===== config.mk =====
export PLATFORM = sky130hd
export DESIGN_NAME = dram_bank_row_address_mapper
export DESIGN_NICKNAME = d
export VERILOG_FILES = /design/src/rtl/core/drbm_pkg.sv /design/src/rtl/core/drbm_func_stage.sv /design/src/rtl/core/dram_bank_row_address_mapper.sv
export SDC_FILE = /design/constraint.sdc
export NUM_CORES = 2
export LEC_CHECK = 0
export ABC_AREA = 1
export BUFFER_PORTS_ARGS = -buffer_cell sky130_fd_sc_hd__buf_2
export CORE_AREA = 3 3 287 289
export DETAILED_ROUTE_END_ITERATION = 10
export DIE_AREA = 0 0 290 292
export GPL_TIMING_DRIVEN = 0
export PLACE_DENSITY = 0.86
export SYNTH_ARGS = -nofsm -noshare
export SYNTH_HDL_FRONTEND = slang
export SYNTH_SLANG_ARGS = --single-unit
export TNS_END_PERCENT = 100

===== constraint.sdc =====
create_clock -name clk -period 10.2 [get_ports clk]
set_input_delay 0.51 -clock clk [delete_from_list [all_inputs] [get_ports clk]]
set_output_delay 0.51 -clock clk [all_outputs]
set_load 0.005 [all_outputs]

===== src/rtl/core/drbm_pkg.sv =====
// ----------------------------------------------------------------------------
// drbm_pkg
// Shared constants and types for the DRAM bank/row address mapper.
// ----------------------------------------------------------------------------
package drbm_pkg;

  localparam int ADDR_BITS_DEF     = 48;
  localparam int MAX_FUNCTIONS_DEF = 5;

  // bank number field is fixed at five function bits
  localparam int BANK_BITS      = 5;
  localparam int FN_COUNT_BITS  = 3;
  localparam int REG_INDEX_BITS = 3;

  // register indexes
  localparam logic [REG_INDEX_BITS-1:0] REG_MASK_A       = 3'd0;
  localparam logic [REG_INDEX_BITS-1:0] REG_MASK_B       = 3'd1;
  localparam logic [REG_INDEX_BITS-1:0] REG_MASK_C       = 3'd2;
  localparam logic [REG_INDEX_BITS-1:0] REG_MASK_D       = 3'd3;
  localparam logic [REG_INDEX_BITS-1:0] REG_MASK_E       = 3'd4;
  localparam logic [REG_INDEX_BITS-1:0] REG_FUNCS_IN_USE = 3'd5;
  localparam logic [REG_INDEX_BITS-1:0] REG_ROW_MASK     = 3'd6;
  localparam logic [REG_INDEX_BITS-1:0] REG_BANK_GOAL    = 3'd7;

  // per-stage function control, driven from the configuration registers
  typedef struct packed {
    logic active;
    logic want;
  } stage_ctrl_t;

endpackage


===== src/rtl/core/drbm_func_stage.sv =====
// ----------------------------------------------------------------------------
// drbm_func_stage
// One pipeline stage: evaluates one bank function on the original and the
// running rebased address, and flips the mask's lowest bit where needed.
// ----------------------------------------------------------------------------
module drbm_func_stage #(
  parameter int ADDR_BITS  = drbm_pkg::ADDR_BITS_DEF,
  parameter int FUNC_INDEX = 0
) (
  input  logic                           clk,
  input  logic                           rst,
  input  logic                           in_valid,
  input  logic [ADDR_BITS-1:0]           in_addr,
  input  logic [ADDR_BITS-1:0]           in_moved,
  input  logic [drbm_pkg::BANK_BITS-1:0] in_bank,
  input  logic [ADDR_BITS-1:0]           func_mask,
  input  drbm_pkg::stage_ctrl_t          ctrl,
  output logic                           out_valid,
  output logic [ADDR_BITS-1:0]           out_addr,
  output logic [ADDR_BITS-1:0]           out_moved,
  output logic [drbm_pkg::BANK_BITS-1:0] out_bank
);

  logic [ADDR_BITS-1:0]           addr_sel;
  logic [ADDR_BITS-1:0]           moved_sel;
  logic [ADDR_BITS-1:0]           mask_low;
  logic                           addr_fbit;
  logic                           moved_fbit;
  logic [ADDR_BITS-1:0]           moved_next;
  logic [drbm_pkg::BANK_BITS-1:0] bank_next;

  always_comb begin
    addr_sel   = in_addr & func_mask;
    moved_sel  = in_moved & func_mask;
    // bit is 0 when the selected bits are all clear or all set
    addr_fbit  = !((addr_sel == '0) || (addr_sel == func_mask));
    moved_fbit = !((moved_sel == '0) || (moved_sel == func_mask));
    mask_low   = func_mask & (~func_mask + ADDR_BITS'(1));

    moved_next = in_moved;
    if (ctrl.active && (moved_fbit != ctrl.want)) begin
      moved_next = in_moved ^ mask_low;
    end

    bank_next = in_bank;
    if (ctrl.active) begin
      bank_next[FUNC_INDEX] = addr_fbit;
    end
  end

  always_ff @(posedge clk) begin
    if (rst) begin
      out_valid <= 1'b0;
    end else begin
      out_valid <= in_valid;
    end
  end

  always_ff @(posedge clk) begin
    out_addr  <= in_addr;
    out_moved <= moved_next;
    out_bank  <= bank_next;
  end

endmodule


===== src/rtl/core/dram_bank_row_address_mapper.sv =====
// A started address moves through the registered stages and is flagged by done.
// Throughput: one address per cycle; results are strobed on done, no back-pressure.
// Depth follows the rebasing chain; each function stage evaluates one function.
// Reset (rst, synchronous) clears all configuration registers to zero and
// drops every transaction in flight; busy is high only while rst is high.
// ----------------------------------------------------------------------------
// dram_bank_row_address_mapper
// Classifies an address into bank functions, rebases it into a target
// bank and extracts the row index.
// ----------------------------------------------------------------------------
module dram_bank_row_address_mapper #(
  parameter int ADDR_BITS     = drbm_pkg::ADDR_BITS_DEF,
  parameter int MAX_FUNCTIONS = drbm_pkg::MAX_FUNCTIONS_DEF
) (
  input  logic                                clk,
  input  logic                                rst,
  input  logic                                start,
  output logic                                busy,
  input  logic [ADDR_BITS-1:0]                address,
  output logic                                done,
  output logic [drbm_pkg::BANK_BITS-1:0]      bank_bits,
  output logic [ADDR_BITS-1:0]                rebased_address,
  output logic [ADDR_BITS-1:0]                row_index,
  input  logic                                wr_en,
  input  logic [drbm_pkg::REG_INDEX_BITS-1:0] wr_index,
  input  logic [ADDR_BITS-1:0]                wr_data
);

  localparam int NUM_STAGES = (MAX_FUNCTIONS > 3) ? MAX_FUNCTIONS : 3;
  localparam int SHIFT_BITS = $clog2(ADDR_BITS);

  // configuration
  logic [ADDR_BITS-1:0]                   function_mask [MAX_FUNCTIONS];
  logic [drbm_pkg::FN_COUNT_BITS-1:0]     functions_in_use;
  logic [ADDR_BITS-1:0]                   row_mask;
  logic [drbm_pkg::BANK_BITS-1:0]         bank_goal;

  logic accepted;

  logic                           stage_valid [NUM_STAGES];
  logic [ADDR_BITS-1:0]           stage_addr  [NUM_STAGES];
  logic [ADDR_BITS-1:0]           stage_moved [NUM_STAGES];
  logic [drbm_pkg::BANK_BITS-1:0] stage_bank  [NUM_STAGES];
  logic [ADDR_BITS-1:0]           stage_row   [NUM_STAGES];

  logic [ADDR_BITS-1:0]  row_low;
  logic [SHIFT_BITS-1:0] row_shift_next;
  logic [SHIFT_BITS-1:0] row_shift;

  assign busy     = rst;
  assign accepted = start && !busy;

  // ---- configuration writes ----
  always_ff @(posedge clk) begin
    if (rst) begin
      for (int j = 0; j < MAX_FUNCTIONS; j++) begin
        function_mask[j] <= '0;
      end
      functions_in_use <= '0;
      row_mask         <= '0;
      bank_goal        <= '0;
    end else if (wr_en) begin
      for (int j = 0; j < MAX_FUNCTIONS; j++) begin
        if (wr_index == drbm_pkg::REG_INDEX_BITS'(j)) begin
          function_mask[j] <= wr_data;
        end
      end
      unique case (wr_index)
        drbm_pkg::REG_MASK_A, drbm_pkg::REG_MASK_B, drbm_pkg::REG_MASK_C,
        drbm_pkg::REG_MASK_D, drbm_pkg::REG_MASK_E: begin
          // handled above, masks beyond MAX_FUNCTIONS are never used
        end
        drbm_pkg::REG_FUNCS_IN_USE: begin
          functions_in_use <= wr_data[drbm_pkg::FN_COUNT_BITS-1:0];
        end
        drbm_pkg::REG_ROW_MASK: begin
          row_mask <= wr_data;
        end
        drbm_pkg::REG_BANK_GOAL: begin
          bank_goal <= wr_data[drbm_pkg::BANK_BITS-1:0];
        end
        default: begin
        end
      endcase
    end
  end

  // ---- bank function stages ----
  for (genvar j = 0; j < NUM_STAGES; j++) begin : g_stage
    logic [ADDR_BITS-1:0]           s_mask;
    drbm_pkg::stage_ctrl_t          s_ctrl;
    logic                           s_in_valid;
    logic [ADDR_BITS-1:0]           s_in_addr;
    logic [ADDR_BITS-1:0]           s_in_moved;
    logic [drbm_pkg::BANK_BITS-1:0] s_in_bank;

    if (j < MAX_FUNCTIONS) begin : g_fn
      // comparing against the raw count saturates it at MAX_FUNCTIONS for free
      assign s_mask      = function_mask[j];
      assign s_ctrl.active = (functions_in_use > drbm_pkg::FN_COUNT_BITS'(j));
      assign s_ctrl.want   = bank_goal[j];
    end else begin : g_pass
      assign s_mask        = '0;
      assign s_ctrl.active = 1'b0;
      assign s_ctrl.want   = 1'b0;
    end

    if (j == 0) begin : g_first
      assign s_in_valid = accepted;
      assign s_in_addr  = address;
      assign s_in_moved = address;
      assign s_in_bank  = '0;
    end else begin : g_next
      assign s_in_valid = stage_valid[j-1];
      assign s_in_addr  = stage_addr[j-1];
      assign s_in_moved = stage_moved[j-1];
      assign s_in_bank  = stage_bank[j-1];
    end

    drbm_func_stage #(
      .ADDR_BITS  (ADDR_BITS),
      .FUNC_INDEX (j)
    ) u_stage (
      .clk       (clk),
      .rst       (rst),
      .in_valid  (s_in_valid),
      .in_addr   (s_in_addr),
      .in_moved  (s_in_moved),
      .in_bank   (s_in_bank),
      .func_mask (s_mask),
      .ctrl      (s_ctrl),
      .out_valid (stage_valid[j]),
      .out_addr  (stage_addr[j]),
      .out_moved (stage_moved[j]),
      .out_bank  (stage_bank[j])
    );
  end

  // ---- row index: encode the shift in stage 0, shift in stage 1 ----
  always_comb begin
    row_low        = row_mask & (~row_mask + ADDR_BITS'(1));
    row_shift_next = '0;
    for (int i = 0; i < ADDR_BITS; i++) begin
      if (row_low[i]) begin
        row_shift_next = row_shift_next | SHIFT_BITS'(i);
      end
    end
  end

  always_ff @(posedge clk) begin
    stage_row[0] <= address & row_mask;
    row_shift    <= row_shift_next;
    stage_row[1] <= stage_row[0] >> row_shift;
    for (int j = 2; j < NUM_STAGES; j++) begin
      stage_row[j] <= stage_row[j-1];
    end
  end

  assign done            = stage_valid[NUM_STAGES-1];
  assign bank_bits       = stage_bank[NUM_STAGES-1];
  assign rebased_address = stage_moved[NUM_STAGES-1];
  assign row_index       = stage_row[NUM_STAGES-1];

  // ---- assertions ----
  a_accept_reaches_output: assert property (@(posedge clk) disable iff (rst)
    accepted |-> ##NUM_STAGES done)
    else $error("accepted transaction did not reach the output");

  a_no_spurious_result: assert property (@(posedge clk) disable iff (rst)
    done |-> $past(accepted, NUM_STAGES))
    else $error("result without a matching transaction");

  a_unused_bank_bits_clear: assert property (@(posedge clk) disable iff (rst)
    done |-> ((bank_bits >> MAX_FUNCTIONS) == '0))
    else $error("bank bit set beyond the supported functions");

endmodule

### Word level (Yosys, flattened, before mapping)

Memories as Yosys holds them, arrays and structs flattened.
Index checks and enable logic that the tools add are counted.

| cells by class | value |
|---|---|
| $add $sub $neg | 6 |
| $lt $le $gt $ge | 5 |
| eq/ne operators | 21 |
| shift operators | 1 |
| mux-type cells | 89 |
| bitwise operators | 32 |
| reduce and logical (&&, ||, !) cells | 46 |

Operators by type and width:

| kind | number |
|---|---|
| $and A48 B48 Y48 | 16 |
| $mux W48 | 15 |
| $eq A48 B48 Y1 | 9 |
| $logic_not A48 Y1 | 9 |
| $add A48 B1 Y48 const B | 6 |
| $not A48 Y48 | 6 |
| $xor A48 B48 Y48 | 5 |
| $mux W5 | 21 |
| $shr A48 B6 Y48 | 1 |
| $mux W3 | 13 |
| $mux W4 | 8 |
| $mux W1 | 26 |
| $reduce_or A16 Y1 | 1 |
| $eq A3 B3 Y1 const B | 4 |
| $mux W2 | 6 |
| $logic_not A1 Y1 | 10 |
| $logic_or A1 B1 Y1 | 9 |
| $reduce_bool A2 Y1 | 4 |
| $reduce_or A8 Y1 | 1 |
| $eq A3 B2 Y1 const B | 2 |
| $gt A3 B1 Y1 const B | 2 |
| $gt A3 B2 Y1 const B | 2 |
| $logic_and A1 B1 Y1 | 6 |
| $reduce_and A2 Y1 | 3 |
| 7 further kinds | 15 |

| word-level totals | value |
|---|---|
| bits in registers | 514 |
| memory bits (writable) | 480 |
| bits of input ports | 103 |
| output and inout port bits | 103 |
| word-level logic and storage cells | 234 |
| memories | 2 |

Memories:

| name | words | width | read ports | clocked after Yosys merged registers in | write ports | line | text |
|---|---|---|---|---|---|---|---|
| function_mask | 5 | 48 | 5 | 0 | 5 | dram_bank_row_address_mapper.sv:33 | `logic [ADDR_BITS-1:0] function_mask [MAX_FUNCTIONS];` |
| stage_row | 5 | 48 | 5 | 0 | 5 | dram_bank_row_address_mapper.sv:44 | `logic [ADDR_BITS-1:0] stage_row [NUM_STAGES];` |

### Longest topological paths before layout

| logic depth | value |
|---|---|
| depth in word-level cells | 45 |
| depth in mapped cells | 15 |
| depth with buffers taken out | 13 |

### Hierarchy

From an unflattened synthesis, not the netlist that was laid out.

| second synthesis, totals | value |
|---|---|
| cells, all modules | 6,803 |
| area total of the unflattened synthesis | 49,950.4 sq um |

Modules (own cells, without submodules):

| module | instances | cells an instance | area an instance (sq um) | seq. area each (sq um) |
|---|---|---|---|---|
| dram_bank_row_address_mapper | 1 | 1,940 | 19,731.4 | 13,252.7 |
| drbm_func_stage at g_stage[0].u_stage ... | 3 | 973 | 6,043.3 | 2,042.0 |
| drbm_func_stage at g_stage[3].u_stage ... | 2 | 972 | 6,044.5 | 2,042.0 |

### Worst setup path after synthesis

OpenSTA, ideal clock, no wires.

| timing | value |
|---|---|
| path kind | input port to flip-flop |
| start | input wr_en |
| end | memory function_mask[0][48] (netlist bit) (enable) |
| library setup time | 0.520 ns |
| arrival | 4.120 ns |
| required time | 9.680 ns |
| slack | 5.560 ns |
| stages on the path | 4 |
| path buffers | 0 |
| cell sequence | inv_1 > nor2_1 > inv_1 > o21ai_0 |

RTL lines:

| element | line | text |
|---|---|---|
| start, declared | dram_bank_row_address_mapper.sv:24 | `input logic wr_en,` |
| end, declared | dram_bank_row_address_mapper.sv:33 |  |

==> impl_summary.log <==
[metrics] critical register-to-register path endpoint: g_stage[4].u_stage.out_moved[12]
[metrics] slack of the critical path: 7127 ps
[metrics] number of buffers added by the clock tree synthesis step: 93
[metrics] power after layout: 11.25 mW
[metrics] iteration-0 DRC count of the detailed router: 7041
[metrics] H-tree depth: 3
[metrics] R2R Path Start: function_mask[0][202]
[metrics] antenna violations before repair: 25
[metrics] Worst Hold Path Cells: 3
[metrics] TritonCTS clock tree: done
[metrics] combined global-route utilization of all metal layers: 0.4545
[metrics] library cell used as clock root buffer: sky130_fd_sc_hd__clkbuf_16
[metrics] mean post-synth cell area: 7.057 sq um
[metrics] number of buffers added for setup after CTS: 0
[metrics] Non-Filler Instances: 8241
[metrics] final count of negative-setup-slack endpoints: 0
[metrics] post-route antenna net violation count: 0
[metrics] number of synthesized flops with an enable pin: 240
[metrics] relative max-transition margin: -0.1323
[metrics] cts-stage hold buffer count: 0
[metrics] global-route wire length before repair: 287.3 mm
[metrics] startpoint of the lowest-slack hold path: start
[metrics] time the final worst path needs with I/O delays and setup: 3073 ps
[metrics] vias per std cell: 5.889
[metrics] overall die area: 0.08468 sq mm
[metrics] number of filler instances in the final layout: 6761
[metrics] multiplexer fraction of the synthesized cell area: 0
[metrics] post-route fraction of the period consumed by the critical path: 0.3013
[metrics] post-synthesis share of cell area spent on xor and xnor gates: 0.01797
[metrics] GP Congestion: 1.098
[metrics] number of buffer cells added on primary ports: 205
[metrics] fraction of registers with async set/reset: 0
[metrics] critical-path cell list: nor2_1 -> nand2_1 -> nor3_1 -> nand2_1 -> xor2_1 -> nand4_1 -> nand2_1
[metrics] setup slack at placement: 7091 ps
[metrics] largest net degree at the start of global routing: 32
[metrics] Die W: 290 microns
[metrics] starting utilization of the core area: 0.5957
[metrics] number of warning messages in the yosys log: 0
[metrics] Synth Area in Adders: 0.002620
[metrics] total DRC errors in the routed layout: 3
[metrics] RSZ-0062 raised after global routing: false
[metrics] clk buf depth: 3
[metrics] post-synthesis instance area: 0.04775 sq mm
[metrics] count of cells resized by post-cts repair: 0
[metrics] setup total negative slack: 0 ps
[metrics] maximum cell stage delay along the critical path: 1180 ps
[metrics] Simple-Gate Fraction of Synth Area: 0.3726
[metrics] total placed instance area: 0.05026 sq mm
[metrics] critical path's most frequent cell: sky130_fd_sc_hd__nand2_1
[metrics] end point of the most critical hold path: g_stage[0].u_stage.out_valid
[metrics] number of violations of the max-capacitance limit: 6
[metrics] number of failing hold endpoints at the final stage: 0
[metrics] hold_ws: 34.58 ps
[metrics] number of optimization iterations in the first detailed-route pass: 11
[metrics] failing checks: DRC, capacitance limit, slew limit
[metrics] Final Core Density: 0.6683
[metrics] FP Rows: 104
[metrics] worst hold-check path type: input pin to register
[metrics] worst clock skew on the final layout: 70.30 ps
[metrics] CP startpoint: function_mask[0][202]
[metrics] slowest CP cell: sky130_fd_sc_hd__nor3_1
[metrics] finished layout cell area: 0.05357 sq mm
[metrics] number of distinct library cells after synthesis: 41
[metrics] fraction of the mapped netlist area in compound gates: 0.04876
[metrics] Mapped Cells: 6767
[metrics] reported leakage power: 25.78 nW
[metrics] clock-pin slew reported for the worst setup and hold paths after clock tree synthesis: 60 ps
[metrics] worst supply voltage drop on vdd: 0.0001788 V
[metrics] element type at the critical path start: register
[metrics] setup slack, reg-to-reg: 7130 ps
[metrics] estimated wirelength of the detail-placed design: 154.5 mm
[metrics] sequential fraction of the synthesis area: 0.4670
[metrics] area grow syn2layout: 12.18%
[metrics] peak fanout along the critical path: 7
[metrics] Die Y-Extent: 292 microns
[metrics] run status: finished, violations left
[metrics] power density cells: 210.0 mW/mm^2
[metrics] Floorplan Core Area: 0.08016 sq mm
[metrics] num ports: 206
[metrics] count of vias placed by the detailed router: 48.53k
[metrics] actual transition at the worst max-transition pin: 1692 ps
[metrics] endpoint required time on the critical path: 10770 ps
[metrics] wire length per cell: 24.04 microns
[metrics] main flop type after synthesis: sky130_fd_sc_hd__dfxtp_1
[metrics] number of nets in the synthesized netlist: 6880
[metrics] clock sink count: 994
[metrics] final-report max-slew violation count: 26
[metrics] Arr. time, crit path: 3640 ps
[metrics] number of global-route vias before repair: 45.49k
[metrics] instance count after placement with tap cells included: 8037
[metrics] final global-route overflow total: 0
[metrics] share of cells above drive strength 1: 0.09841
[metrics] kind of capture point of the worst setup path: register
[metrics] register bit count reported by yosys: 994
[metrics] overall routed net length: 198.1 mm
[metrics] total number of nets in the final design: 7187
[metrics] Worst Reg2Reg Path Length in Cells: 7
[metrics] combinational family with the most area after synthesis: simple AND/OR/NAND/NOR gates
[metrics] clk_lat worst skew: 700 ps
[metrics] critical path class: register to register
[metrics] achievable frequency: 325.4 MHz
[power by group]
part / leakage [nW] / total (mW) / switching (mW) / internal (mW)
combinational: 15.6 / 2.45 / 1.63 / 0.811
sequential: 8.63 / 5.18 / 0.491 / 4.69
clock: 1.57 / 3.62 / 1.64 / 1.99
[state kept, by name (all words and copies together) (netlist names)]
signal and count:
g_stage.u_stage.out_moved 240, g_stage.u_stage.out_valid 5, row_mask 48, function_mask 240, g_stage.u_stage.out_addr 192, row_shift 6, bank_goal 5, g_stage.u_stage.out_bank 15
stage_row 240, functions_in_use 3
[cell usage in the layout, fill, tap and decap left out, types with 5 or more instances in the layout]
cell                         count
sky130_fd_sc_hd__ha_1           10
sky130_fd_sc_hd__nor3_1         35
sky130_fd_sc_hd__nand3_2        22
sky130_fd_sc_hd__buf_1          15
sky130_fd_sc_hd__a22o_1         41
sky130_fd_sc_hd__clkbuf_8       10
sky130_fd_sc_hd__clkbuf_16      99
sky130_fd_sc_hd__a21oi_1       103
sky130_fd_sc_hd__o211ai_1        6
sky130_fd_sc_hd__a221oi_1       14
sky130_fd_sc_hd__nand3b_1       18
sky130_fd_sc_hd__nor2_1        938
sky130_fd_sc_hd__clkbuf_1       78
sky130_fd_sc_hd__xor2_1         94
sky130_fd_sc_hd__clkinv_2       16
sky130_fd_sc_hd__edfxtp_1      240
sky130_fd_sc_hd__nand3_1       420
sky130_fd_sc_hd__clkinvlp_4      7
sky130_fd_sc_hd__nand2_2         5
sky130_fd_sc_hd__o21ai_1        26
sky130_fd_sc_hd__nor2_2         16
sky130_fd_sc_hd__buf_2         351
sky130_fd_sc_hd__buf_4          72
sky130_fd_sc_hd__inv_2          42
sky130_fd_sc_hd__o21ai_4         5
sky130_fd_sc_hd__dfxtp_1       754
sky130_fd_sc_hd__and2_1         40
sky130_fd_sc_hd__inv_1         645
sky130_fd_sc_hd__nand2_1      2441
sky130_fd_sc_hd__buf_6          17
sky130_fd_sc_hd__o21ai_0       109
sky130_fd_sc_hd__diode_2        27
sky130_fd_sc_hd__nand4_1       316
sky130_fd_sc_hd__buf_12          5
sky130_fd_sc_hd__o22ai_1        85
sky130_fd_sc_hd__inv_6          11
[cells by family (layout without fill, tap and decap cells)]
| group | after synthesis | in the layout |
|---|---|---|
| AOI/OAI and AO/OA | 396 | 396 |
| xor gates and xnor gates | 98 | 98 |
| adders and majority gates | 10 | 10 |
| buffers and inverters | 1002 | 1389 |
| DFF | 994 | 994 |
| other | 0 | 27 |
| and+or+nand+nor | 4267 | 4267 |
[cells in the mapped netlist (14+ instances only)]
library cell | count | area, sq um
sky130_fd_sc_hd__nand2_1 | 2441 | 9163
sky130_fd_sc_hd__buf_2 | 146 | 730.7
sky130_fd_sc_hd__clkbuf_1 | 64 | 240.2
sky130_fd_sc_hd__a22o_1 | 41 | 359.1
sky130_fd_sc_hd__nand4_1 | 316 | 1977
sky130_fd_sc_hd__a21oi_1 | 103 | 515.5
sky130_fd_sc_hd__inv_2 | 42 | 157.7
sky130_fd_sc_hd__and2_1 | 40 | 250.2
sky130_fd_sc_hd__buf_4 | 70 | 525.5
sky130_fd_sc_hd__nor3_1 | 36 | 180.2
sky130_fd_sc_hd__a221oi_1 | 14 | 122.6
sky130_fd_sc_hd__nor2_1 | 940 | 3528
sky130_fd_sc_hd__nand3_2 | 22 | 220.2
sky130_fd_sc_hd__xor2_1 | 94 | 823.3
sky130_fd_sc_hd__nor2_2 | 14 | 87.58
sky130_fd_sc_hd__nand3_1 | 420 | 2102
sky130_fd_sc_hd__buf_6 | 17 | 191.4
sky130_fd_sc_hd__inv_1 | 645 | 2421
sky130_fd_sc_hd__nand3b_1 | 18 | 135.1
sky130_fd_sc_hd__dfxtp_1 | 754 | 15090
sky130_fd_sc_hd__buf_1 | 15 | 56.30
sky130_fd_sc_hd__edfxtp_1 | 240 | 7207
sky130_fd_sc_hd__o21ai_0 | 114 | 570.6
sky130_fd_sc_hd__o22ai_1 | 85 | 531.8
sky130_fd_sc_hd__o21ai_1 | 26 | 130.1
[area by class of cell]
cell class                 instances  area (sq um)  share of cell area
timing repair buffer             212          1141             0.02130
multi-input combinational       4771         21170              0.3952
tap                             1060          1326             0.02476
clock buffer                     123          2668             0.04980
inverter                         689          2586             0.04828
buffer                           313          1759             0.03284
sequential                       994         22300              0.4163
clock inverter                    52         548.0             0.01023
antenna                           27         67.56            0.001261
[critical path: cells and delay by family, from the launching register on]
kind | cells | cell delay (ps)
xor+xnor | 1 | 200
flops | 1 | 500
simple gates | 6 | 2270
[routing by layer]
| layer | vias to the layer above | routed length, microns | track usage |
|---|---|---|---|
| met5 | - | 38 | 0 |
| met4 | 8 | 20670 | 0.3753 |
| met3 | 1001 | 25070 | 0.1176 |
| met2 | 3782 | 85720 | 0.7137 |
| met1 | 21608 | 66580 | 0.5245 |
| li1 | 22135 | - | - |
[how the worst max path moves through the flow]
| stage | end | slack, ps | cells past startpoint |
|---|---|---|---|
| 2_1_floorplan | function_mask[0][48] | 5560 | 4 |
| 3_3_place_gp | function_mask[0][193] | 3280 | 4 |
| 3_5_place_dp | function_mask[0][234] | 7090 | 7 |
| 4_1_cts | g_stage[4].u_stage.out_moved[12] | 7260 | 7 |
| 5_1_grt | g_stage[4].u_stage.out_moved[44] | 7220 | 8 |
| 6_report | g_stage[4].u_stage.out_moved[12] | 7130 | 7 |
Note: power is estimated with default switching activity, not from simulation.
